<file path="src/rtl/ewse_pkg.sv">
// Package for the encoder window speed estimator.
// Holds word types, field widths, register indexes and reset values.
// Used by the top-level module; depends on nothing.
package ewse_pkg;

    localparam int DEFAULT_WINDOW_TICKS = 5;
    localparam int DEFAULT_NUM_ENCODERS = 2;

    localparam int STAMP_W = 32;
    localparam int DIST_W  = 20;
    localparam int SPAN_CFG_W = 20;
    localparam int SPEED_W = 20;
    localparam int CFG_W   = 20;
    localparam int CFG_IDX_W = 1;

    // Distance in micrometers times 1000 gives a dividend that fits in 30 bits.
    localparam int DIST_SCALE = 1000;
    localparam int SCALE_W    = 10;
    localparam int DIV_W      = DIST_W + SCALE_W;
    localparam int DIV_CNT_W  = $clog2(DIV_W + 1);

    localparam int SPEED_MAX = 1000000;

    localparam logic [DIST_W-1:0]     RESET_WINDOW_DISTANCE = DIST_W'(102102);
    localparam logic [SPAN_CFG_W-1:0] RESET_MIN_SPAN        = SPAN_CFG_W'(10000);

    localparam logic [CFG_IDX_W-1:0] REG_WINDOW_DISTANCE = 1'b0;
    localparam logic [CFG_IDX_W-1:0] REG_MIN_SPAN        = 1'b1;

    typedef struct packed {
        logic               side;
        logic [STAMP_W-1:0] edge_time_us;
    } edge_word_t;

    typedef struct packed {
        logic               side_out;
        logic [SPEED_W-1:0] speed_mm_per_s;
        logic               below_min_span;
    } speed_word_t;

endpackage

</file>
<file path="src/rtl/ewse_ram.sv">
// Generic simple dual-port RAM: one write port and one read port with
// registered read data. No dependencies.
module ewse_ram #(
    parameter int WIDTH  = 32,
    parameter int DEPTH  = 10,
    parameter int ADDR_W = (DEPTH > 1) ? $clog2(DEPTH) : 1
) (
    input  logic              clk,
    input  logic              we,
    input  logic [ADDR_W-1:0] waddr,
    input  logic [WIDTH-1:0]  wdata,
    input  logic [ADDR_W-1:0] raddr,
    output logic [WIDTH-1:0]  rdata
);

    logic [WIDTH-1:0] mem [DEPTH];

    always_ff @(posedge clk)
    begin
        if (we)
        begin
            mem[waddr] <= wdata;
        end
        rdata <= mem[raddr];
    end

endmodule

</file>
<file path="src/rtl/encoder_window_speed_estimator_unit.sv">
// Encoder window speed estimator, top level.
// Depends on ewse_pkg and on ewse_ram for the timestamp rings.
//
// Usage: each word on the edge channel is one rising encoder edge, tagged
// with its side and a free-running 32-bit microsecond timestamp. For every
// edge exactly one word leaves on the speed channel: the side, the speed in
// mm/s from the oldest stamp in that side's ring to this edge, and a flag
// set when the window span is under min_span_us (speed then reads zero).
// Both channels use valid/stall; a word moves when valid is high and stall
// is low. Registers are written through cfg_we/cfg_index/cfg_data; the user
// must write them only while the block is idle, which the block does not enforce.
// Processing: an accepted edge passes through the ring read, the span check,
// bit-serial restoring division of the 30-bit dividend, retiring one
// quotient bit per cycle, and final saturation into the output register.
// Words decided at the span check (span under min_span_us, or a zero span,
// which reads SPEED_MAX) skip the division; words whose side is not below
// NUM_ENCODERS go straight out with zero speed. One edge is processed at a time.
// Reset clears all rings (through per-entry valid bits) and pointers and
// loads the register defaults. A finished word waits in the output register
// while the next edge is accepted; if the receiver still stalls when that
// edge finishes, the block holds it and stalls the edge channel.
module encoder_window_speed_estimator_unit
    import ewse_pkg::*;
#(
    parameter int WINDOW_TICKS = DEFAULT_WINDOW_TICKS,
    parameter int NUM_ENCODERS = DEFAULT_NUM_ENCODERS
) (
    input  logic                 clk,
    input  logic                 rst_n,
    input  logic                 edge_valid,
    output logic                 edge_stall,
    input  edge_word_t           edge_word,
    output logic                 speed_valid,
    input  logic                 speed_stall,
    output speed_word_t          speed_word,
    input  logic                 cfg_we,
    input  logic [CFG_IDX_W-1:0] cfg_index,
    input  logic [CFG_W-1:0]     cfg_data
);

    localparam int DEPTH      = NUM_ENCODERS * WINDOW_TICKS;
    localparam int ADDR_W     = (DEPTH > 1) ? $clog2(DEPTH) : 1;
    localparam int PTR_W      = $clog2(WINDOW_TICKS);
    localparam int SIDE_IDX_W = (NUM_ENCODERS > 1) ? $clog2(NUM_ENCODERS) : 1;

    typedef enum logic [2:0] {
        ST_IDLE,
        ST_READ,
        ST_CHECK,
        ST_DIV,
        ST_DONE
    } state_t;

    state_t                  state_reg;
    logic [DIST_W-1:0]       dist_reg;
    logic [SPAN_CFG_W-1:0]   min_span_reg;
    logic [PTR_W-1:0]        ptr_reg [NUM_ENCODERS];
    logic [DEPTH-1:0]        ring_valid_reg;
    logic                    side_reg;
    logic [STAMP_W-1:0]      stamp_reg;
    logic                    old_valid_reg;
    logic [STAMP_W-1:0]      span_reg;
    logic [STAMP_W-1:0]      rem_reg;
    logic [DIV_W-1:0]        quo_reg;
    logic [DIV_CNT_W-1:0]    cnt_reg;
    logic                    flag_reg;
    logic                    speed_valid_reg;
    speed_word_t             speed_word_reg;

    logic                    accept;
    logic                    side_in_range;
    logic [SIDE_IDX_W-1:0]   side_idx;
    logic [PTR_W-1:0]        wr_ptr;
    logic [PTR_W-1:0]        old_ptr;
    logic [ADDR_W-1:0]       base_addr;
    logic [ADDR_W-1:0]       wr_addr;
    logic [ADDR_W-1:0]       rd_addr;
    logic                    ring_we;
    logic [STAMP_W-1:0]      ram_rdata;
    logic [STAMP_W-1:0]      old_stamp;
    logic [STAMP_W:0]        shifted;
    logic [STAMP_W+1:0]      trial;
    logic                    trial_ok;
    logic [SPEED_W-1:0]      speed_sat;

    assign accept        = edge_valid && !edge_stall;
    assign edge_stall    = (state_reg != ST_IDLE);
    assign side_in_range = (32'(edge_word.side) < NUM_ENCODERS);
    assign side_idx      = side_in_range ? SIDE_IDX_W'(edge_word.side) : '0;
    assign wr_ptr        = ptr_reg[side_idx];
    assign old_ptr       = (32'(wr_ptr) == WINDOW_TICKS - 1) ? '0 : wr_ptr + PTR_W'(1);
    // Only side one ever needs a nonzero base, and then the depth holds it.
    assign base_addr     = (side_in_range && edge_word.side) ? ADDR_W'(WINDOW_TICKS) : '0;
    assign wr_addr       = base_addr + ADDR_W'(wr_ptr);
    assign rd_addr       = base_addr + ADDR_W'(old_ptr);
    assign ring_we       = accept && side_in_range;

    ewse_ram #(
        .WIDTH  (STAMP_W),
        .DEPTH  (DEPTH),
        .ADDR_W (ADDR_W)
    ) u_ring (
        .clk   (clk),
        .we    (ring_we),
        .waddr (wr_addr),
        .wdata (edge_word.edge_time_us),
        .raddr (rd_addr),
        .rdata (ram_rdata)
    );

    // A ring entry never written since reset reads as zero.
    assign old_stamp = old_valid_reg ? ram_rdata : '0;

    // One step of restoring division: bring down the next dividend bit.
    assign shifted  = {rem_reg, quo_reg[DIV_W-1]};
    assign trial    = {1'b0, shifted} - {2'b00, span_reg};
    assign trial_ok = !trial[STAMP_W+1];

    assign speed_sat = (quo_reg > DIV_W'(SPEED_MAX)) ? SPEED_W'(SPEED_MAX)
                                                     : quo_reg[SPEED_W-1:0];

    always_ff @(posedge clk or negedge rst_n)
    begin
        if (!rst_n)
        begin
            state_reg       <= ST_IDLE;
            dist_reg        <= RESET_WINDOW_DISTANCE;
            min_span_reg    <= RESET_MIN_SPAN;
            ring_valid_reg  <= '0;
            speed_valid_reg <= 1'b0;
            for (int i = 0; i < NUM_ENCODERS; i++)
            begin
                ptr_reg[i] <= '0;
            end
        end
        else
        begin
            if (cfg_we)
            begin
                unique case (cfg_index)
                    REG_WINDOW_DISTANCE: dist_reg     <= cfg_data[DIST_W-1:0];
                    REG_MIN_SPAN:        min_span_reg <= cfg_data[SPAN_CFG_W-1:0];
                endcase
            end

            // In ST_DONE the output register is reloaded below instead.
            if (speed_valid_reg && !speed_stall && state_reg != ST_DONE)
            begin
                speed_valid_reg <= 1'b0;
            end

            unique case (state_reg)
                ST_IDLE:
                begin
                    if (accept)
                    begin
                        side_reg  <= edge_word.side;
                        stamp_reg <= edge_word.edge_time_us;
                        if (side_in_range)
                        begin
                            old_valid_reg           <= ring_valid_reg[rd_addr];
                            ring_valid_reg[wr_addr] <= 1'b1;
                            ptr_reg[side_idx]       <= old_ptr;
                            state_reg               <= ST_READ;
                        end
                        else
                        begin
                            quo_reg   <= '0;
                            flag_reg  <= 1'b0;
                            state_reg <= ST_DONE;
                        end
                    end
                end
                ST_READ:
                begin
                    span_reg  <= stamp_reg - old_stamp;
                    state_reg <= ST_CHECK;
                end
                ST_CHECK:
                begin
                    if (span_reg < STAMP_W'(min_span_reg))
                    begin
                        quo_reg   <= '0;
                        flag_reg  <= 1'b1;
                        state_reg <= ST_DONE;
                    end
                    else if (span_reg == '0)
                    begin
                        quo_reg   <= DIV_W'(SPEED_MAX);
                        flag_reg  <= 1'b0;
                        state_reg <= ST_DONE;
                    end
                    else
                    begin
                        rem_reg   <= '0;
                        quo_reg   <= DIV_W'(dist_reg) * DIV_W'(DIST_SCALE);
                        cnt_reg   <= DIV_CNT_W'(DIV_W);
                        flag_reg  <= 1'b0;
                        state_reg <= ST_DIV;
                    end
                end
                ST_DIV:
                begin
                    rem_reg <= trial_ok ? trial[STAMP_W-1:0] : shifted[STAMP_W-1:0];
                    quo_reg <= {quo_reg[DIV_W-2:0], trial_ok};
                    cnt_reg <= cnt_reg - DIV_CNT_W'(1);
                    if (cnt_reg == DIV_CNT_W'(1))
                    begin
                        state_reg <= ST_DONE;
                    end
                end
                ST_DONE:
                begin
                    if (!speed_valid_reg || !speed_stall)
                    begin
                        speed_word_reg.side_out       <= side_reg;
                        speed_word_reg.speed_mm_per_s <= speed_sat;
                        speed_word_reg.below_min_span <= flag_reg;
                        speed_valid_reg               <= 1'b1;
                        state_reg                     <= ST_IDLE;
                    end
                end
                default:
                begin
                    state_reg <= ST_IDLE;
                end
            endcase
        end
    end

    assign speed_valid = speed_valid_reg;
    assign speed_word  = speed_word_reg;

endmodule
</file>
<file path="config.mk">
export PLATFORM = sky130hd
export DESIGN_NAME = encoder_window_speed_estimator_unit
export DESIGN_NICKNAME = d
export VERILOG_FILES = /design/src/rtl/ewse_pkg.sv /design/src/rtl/ewse_ram.sv /design/src/rtl/encoder_window_speed_estimator_unit.sv
export SDC_FILE = /design/constraint.sdc
export NUM_CORES = 1
export LEC_CHECK = 0
export BUFFER_PORTS_ARGS = -buffer_cell sky130_fd_sc_hd__buf_2
export CAP_MARGIN = 10
export CORE_MARGIN = 1
export CORE_UTILIZATION = 44
export CTS_CLUSTER_SIZE = 28
export DETAILED_ROUTE_END_ITERATION = 8
export PLACE_DENSITY_LB_ADDON = 0.08
export SLEW_MARGIN = 20
export SYNTH_ARGS = -nofsm -noshare
export SYNTH_HDL_FRONTEND = slang
export SYNTH_SLANG_ARGS = --single-unit
</file>
<file path="constraint.sdc">
create_clock -name clk -period 5.3 [get_ports clk]
set_clock_uncertainty 0.05 [all_clocks]
set_input_delay 0.53 -clock clk [delete_from_list [all_inputs] [get_ports clk]]
set_output_delay 0.53 -clock clk [all_outputs]
set_load 0.01 [all_outputs]
</file>
Yosys cells after proc, flatten, opt, wreduce, memory -nomap -nowiden
Memory sizes are Yosys's and may differ from the RTL's. A register that Yosys moved wholly into a read port is not among the register bits.
Index checks and enable logic that the tools add are counted.
{"block": "classes", "add_sub_neg": 6, "mul": 1, "order_cmp": 7, "n_eq_ne": 12, "n_mux": 35, "n_bitwise": 3, "n_reduce_logical": 24}
{"operator": "$mux W32", "count": 4}
{"operator": "$pmux W32 S2", "count": 1}
{"operator": "$mux W30", "count": 2}
{"operator": "$pmux W30 S2", "count": 1}
{"operator": "$sub A33 B32 Y34", "count": 1}
{"operator": "$mux W3", "count": 11}
{"operator": "$logic_not A32 Y1", "count": 1}
{"operator": "$lt A32 B20 Y1", "count": 1}
{"operator": "$sub A32 B32 Y32", "count": 1}
{"operator": "$gt A30 B20 Y1 const B", "count": 1}
{"operator": "$mul A20 B7 Y27 const B", "count": 1}
{"operator": "$pmux W3 S5", "count": 1}
{"operator": "$reduce_and A2 Y1", "count": 6}
{"operator": "$lt A4 B5 Y1 const B", "count": 2}
{"operator": "$mux W5", "count": 2}
{"operator": "$ne A2 B2 Y1 const B", "count": 5}
{"operator": "$or A10 B10 Y10", "count": 1}
{"operator": "$pmux W5 S2", "count": 1}
{"operator": "$reduce_and A3 Y1", "count": 3}
{"operator": "$add A3 B3 Y4", "count": 2}
{"operator": "$mux W1", "count": 8}
{"operator": "$bwmux W6", "count": 1}
{"operator": "$eq A3 B2 Y1 const B", "count": 2}
{"operator": "$eq A3 B3 Y1 const B", "count": 2}
{"operator": "other kinds (20)", "count": 27}
{"block": "word_totals", "reg_bits": 216, "ramBits": 320, "output_inout_bits": 24, "word_cells": 107, "memories": 1}
{"name": "u_ring.mem", "words": 10, "width": 32, "rd": 1, "rd_clocked_by_memory_dff": 1, "wr": 1, "line_no": "ewse_ram.sv:16", "rtl": "logic [WIDTH-1:0] mem [DEPTH];"}

Logic depth before layout (Yosys ltp)
{"block": "depth", "depth_word": 10, "ltp_mapped": 16, "mapped_depth_nobuf": 16}

By module
A second synthesis with hierarchy kept.
{"block": "unflattened", "cells_unflattened": 2238, "hier_area_um2": 29213.0}
{"module": "encoder_window_speed_estimator_unit", "n_inst": 1, "cells_per_inst": 1540, "area_per_inst_um2": 15922.8}
{"module": "ewse_ram", "n_inst": 1, "cells_per_inst": 698, "area_per_inst_um2": 13290.2}

Worst setup path before layout
Ideal clock, no wire load.
{"block": "synth_timing", "kind": "input port to flip-flop", "from": "in edge_word[32] (netlist name)", "to": "mem u_ring.mem[9][0], enable pin", "setup_ps": 516, "t_arrival_ps": 5045, "t_required_ps": 4734, "setup_slack_ps": -311, "cell_stages": 6, "n_path_buf": 1, "cell_sequence": "clkbuf_1 -> mux2i_1 -> inv_1 -> ha_1 -> nand2b_1 -> nor4b_1"}
{"block": "synth_between", "elab_chain_cells": 5, "elab_cells_between_ends": 6, "cone_classes": "add/sub: 1; mux: 4; bitwise: 1"}
{"element": "from (decl)", "line_no": "encoder_window_speed_estimator_unit.sv:32", "rtl": "input edge_word_t edge_word,"}
{"element": "$not A1 Y2 (not written as such)", "line_no": "encoder_window_speed_estimator_unit.sv:90", "rtl": "assign wr_ptr = ptr_reg[side_idx];"}
{"element": "$mux W3 (not written as such) (3 in series)", "line_no": "encoder_window_speed_estimator_unit.sv:90"}
{"element": "$add A3 B3 Y4 (*)", "line_no": "encoder_window_speed_estimator_unit.sv:94", "rtl": "assign wr_addr = base_addr + ADDR_W'(wr_ptr);"}
{"element": "to (decl)", "line_no": "ewse_ram.sv:16"}
Mark *: on every way between the ends. The rest lies on a longest branch, timed or not. The select of a mux whose other input is x is not followed.

Worst setup path in the final report
{"block": "layout_timing", "from": "reg dist_reg[2]", "to": "reg quo_reg[27] (data pin)"}
{"block": "layout_between", "elab_chain_cells": 4}
{"element": "from (decl)", "line_no": "encoder_window_speed_estimator_unit.sv:55", "rtl": "logic [DIST_W-1:0] dist_reg;"}
{"element": "from (signal assigned)", "line_no": "encoder_window_speed_estimator_unit.sv:141", "rtl": "REG_WINDOW_DISTANCE: dist_reg <= cfg_data[DIST_W-1:0];"}
{"element": "$mul A20 B7 Y27", "line_no": "encoder_window_speed_estimator_unit.sv:196", "rtl": "quo_reg <= DIV_W'(dist_reg) * DIV_W'(DIST_SCALE);"}
{"element": "$mux W30", "line_no": "encoder_window_speed_estimator_unit.sv:187", "rtl": "else if (span_reg == '0)"}
{"element": "$mux W30", "line_no": "encoder_window_speed_estimator_unit.sv:181", "rtl": "if (span_reg < STAMP_W'(min_span_reg))"}
{"element": "$pmux W30 S2", "line_no": "encoder_window_speed_estimator_unit.sv:152", "rtl": "unique case (state_reg)"}
{"element": "to (signal assigned)", "line_no": "encoder_window_speed_estimator_unit.sv:189", "rtl": "quo_reg <= DIV_W'(SPEED_MAX);"}
{"element": "to (signal assigned)", "line_no": "encoder_window_speed_estimator_unit.sv:196"}
{"element": "to (signal assigned)", "line_no": "encoder_window_speed_estimator_unit.sv:205", "rtl": "quo_reg <= {quo_reg[DIV_W-2:0], trial_ok};"}
{"element": "to (decl)", "line_no": "encoder_window_speed_estimator_unit.sv:64", "rtl": "logic [DIV_W-1:0] quo_reg;"}
No other way between the ends.
A chain may end at the register's enable or synchronous reset.

==> flow_summary.json <==
{
  "ctsLongestPathBuffers": 3,
  "fin_hold_ws_ns": 0.114,
  "start_util_pct": 44.8,
  "antenna_found_initial": 4,
  "rows": 92,
  "port_buffers": 82,
  "crit_path_start_kind": "flop",
  "synth-seq-area-share_pct": 57.8,
  "syn_nets": 2460,
  "overflow": 0,
  "slew_viol_final": 0,
  "first_pass_iters": 4,
  "cts_buffers": 59,
  "ys_ff_latch": 568,
  "ff2ff_path_depth": 16,
  "report.power.total_mw": 21.0,
  "worst_slack_ns": 0.227,
  "io_pins": 83,
  "drt-initial-drc-count": 1025,
  "timing.rr.end": "quo_reg[27]",
  "drc": 0,
  "wl_per_cell_um": 20.5,
  "pre_cts_ws_ns": 0.120,
  "synth-compound-area-share_pct": 9.40,
  "gp_congestion": 0.865,
  "path_max_fanout": 6,
  "synth_area_sq_mm": 0.0285,
  "fin_crit_ns": 5.07,
  "syn_inst": 2179,
  "top_register": "u_ring.mem",
  "place_area_sq_mm": 0.0300,
  "fp.dieH_um": 256,
  "startpoint": "dist_reg[2]",
  "ys_async_sr_fraction_pct": 10.6,
  "crit_end": "quo_reg[27]",
  "finalCritPeriodShare_pct": 95.7,
  "cts_tree": "yes",
  "hp-class": "input pin to flop",
  "clockRootBuffer": "clkbuf_16",
  "synthMuxAreaShare_pct": 6.38,
  "clk_pin_slew_worst_paths_ns": 0.06,
  "synth_warnings": 0,
  "drive_gt1_share_pct": 15.5,
  "crit_type": "flop to flop",
  "powerDensity_mw_per_mm2": 655,
  "ant_nets": 0,
  "htreeDepth": 2,
  "required_ns": 5.62,
  "nets": 2564,
  "vias": 17300,
  "fmaxAchievable_mhz": 197,
  "areaGrowthSynthToFinish_pct": 12.8,
  "relSlewSlack_pct": 32.3,
  "rsz0062_at_grt": "true",
  "synth-main-ff-cell": "edfxtp_1",
  "synth_enable_flop_cells": 476,
  "die_w_um": 256,
  "synth_top_family_by_area": "adder cells",
  "irDropWorstVdd_mv": 0.372,
  "ys_types": 71,
  "cts.sinks": 568,
  "end_kind": "flop",
  "power_leakage_nw": 12.2,
  "clkLatencyLatePin_ns": 0.62,
  "postRouteWirelength_um": 65200,
  "grt_use_total_pct": 20.2,
  "viasPerCell": 5.44,
  "fin_util_pct": 50.5,
  "maxCapViolCount": 0,
  "synth-adder-area-share_pct": 11.7,
  "critPathArrivalTime_ns": 5.39,
  "status": "complete, no violations",
  "dp_hpwl_um": 44000,
  "synthSimpleGateAreaFrac_pct": 8.86,
  "timing.rr.start": "dist_reg[2]",
  "fillers": 5544,
  "grt_pass1_wl_um": 103000,
  "grt_pass1_vias": 17700,
  "worst_pin_slew_ns": 1.01,
  "ff2ff_setup_slack_ns": 0.23,
  "syn-mean-instance-area_sq_um": 13.1,
  "n_antenna_cell": 0,
  "min_path_cells": 3,
  "coreArea_sq_mm": 0.0635,
  "die-area_sq_mm": 0.0657,
  "largest_reg_flops": 320,
  "synth_xor_area_share_pct": 2.34,
  "setup_violations": 0,
  "design_area_sq_mm": 0.0321,
  "finalHoldViolations": 0,
  "grt_max_degree": 62
}
-- metal layers --
layer	part of all wire (%)	GRT usage, %
met5	0.055	0
met4	2.1	5.24
met3	3.9	3.07
met2	49	33.9
met1	45	27.3
-- power by group --
part	internal [mW]	switching, mW
Combinational	4.46	6.10
Sequential	5.76	0.383
Clock	2.56	1.75
Total	12.8	8.24
-- cell type report --
cell class / count / area (sq um) / area share (%)
Tap cell: 846 / 1060 / 3.30
Multi-Input combinational cell: 1353 / 11200 / 34.8
Inverter: 187 / 702 / 2.19
Sequential cell: 568 / 16500 / 51.3
Clock inverter: 29 / 385 / 1.20
Clock buffer: 83 / 1650 / 5.13
Timing Repair Buffer: 114 / 691 / 2.15
-- cells by family after synthesis --
logic type      Yosys count
xor+xnor                 76
simple gates            541
buf+inv                 258
flops                   568
fa+ha+maj               222
mux                      96
compound gates          418
-- through the flow --
stage               setup TNS, ns  instances
floorplan                       0       2179
finish                          0       3180
global route               -0.114       3180
global placement                0       3066
CTS                             0       3180
detailed placement              0       3067
-- what timing repair did --
item,4_1_cts,5_1_grt
setup buffers,0,0
hold endpoints to repair,20,0
hold buffers,1,0
setup endpoints to repair,0,5
gates resized for setup,0,5
-- worst min-delay path by stage --
stage / slack [ns] / from / endpoint
after floorplan: 0.18 / rst_n / dist_reg[0]
after global placement: 0.35 / flag_reg / speed_word[0]
after detailed placement: 0.38 / flag_reg / speed_word[0]
after CTS: 0.07 / speed_stall / speed_valid
after global routing: 0.08 / speed_stall / speed_valid
final: 0.11 / speed_stall / speed_valid
-- layout by cell type, fill, tap and decap left out, types with 12 or more instances in the layout --
cell       netlist  layout
a211oi_1        46      45
o31ai_1         23      23
clkbuf_1        54      17
xnor2_1         54      53
dfxtp_1         32      32
dfrtp_1         45      45
buf_2            7      82
a31oi_1         44      43
inv_1          187     185
nand2b_1        20      20
buf_4            1      28
mux4_2          66      66
nand3_1         27      27
fa_1            72      72
and3_1          19      16
nand2_1        255     255
nor3_1          17      16
a21oi_1        125     124
edfxtp_1       476     476
mux2_2          24      24
clkbuf_16        0      60
ha_1           150     148
o21ai_0         73      72
a21o_1          27      27
nor4_1          14      12
nor2b_1         51      50
xor2_1          22      21
and2_1          19      18
nor2_1          79      73
o21a_1          14      14
dfstp_2         15      15
or2_2           15      15
-- synthesized netlist by cell type (5+ instances only) --
master | count | area [sq um]
buf_1 | 5 | 18.8
nand2_1 | 255 | 957
o21ai_1 | 8 | 40.0
ha_1 | 150 | 1880
xnor2_1 | 54 | 473
mux4_2 | 66 | 1490
nor3_1 | 17 | 85.1
nor4_1 | 14 | 87.6
a211oi_1 | 46 | 345
and2_1 | 19 | 119
edfxtp_1 | 476 | 14300
a21o_1 | 27 | 203
o211ai_1 | 9 | 67.6
dfstp_2 | 15 | 394
o21ai_0 | 73 | 365
mux2i_1 | 6 | 60.1
nand2b_1 | 20 | 125
a22o_1 | 5 | 43.8
o21bai_1 | 7 | 52.6
nor2b_1 | 51 | 319
dfrtp_1 | 45 | 1130
a31oi_1 | 44 | 275
o31ai_1 | 23 | 173
nand4_1 | 5 | 31.3
a21oi_1 | 125 | 626
dfxtp_1 | 32 | 641
or2_2 | 15 | 93.8
nor2_1 | 79 | 297
mux2_2 | 24 | 270
inv_1 | 187 | 702
xor2_1 | 22 | 193
buf_2 | 7 | 35.0
o21a_1 | 14 | 105
nand3_1 | 27 | 135
fa_1 | 72 | 1440
and3_1 | 19 | 119
clkbuf_1 | 54 | 203
or3_1 | 5 | 31.3
-- worst max-delay path, stage by stage (launching register included) --
cell,delay (ns)
dfstp_2,0.59
fa_1,0.48
fa_1,0.52
inv_1,0.05
fa_1,0.49
fa_1,0.54
inv_1,0.05
ha_1,0.35
a21o_1,0.20
a21oi_1,0.13
o21ai_1,0.18
a21oi_2,0.21
a21o_1,0.26
o211ai_1,0.15
a31oi_1,0.25
xnor2_1,0.10
a22o_1,0.20
(Power assumes the default switching activity.)
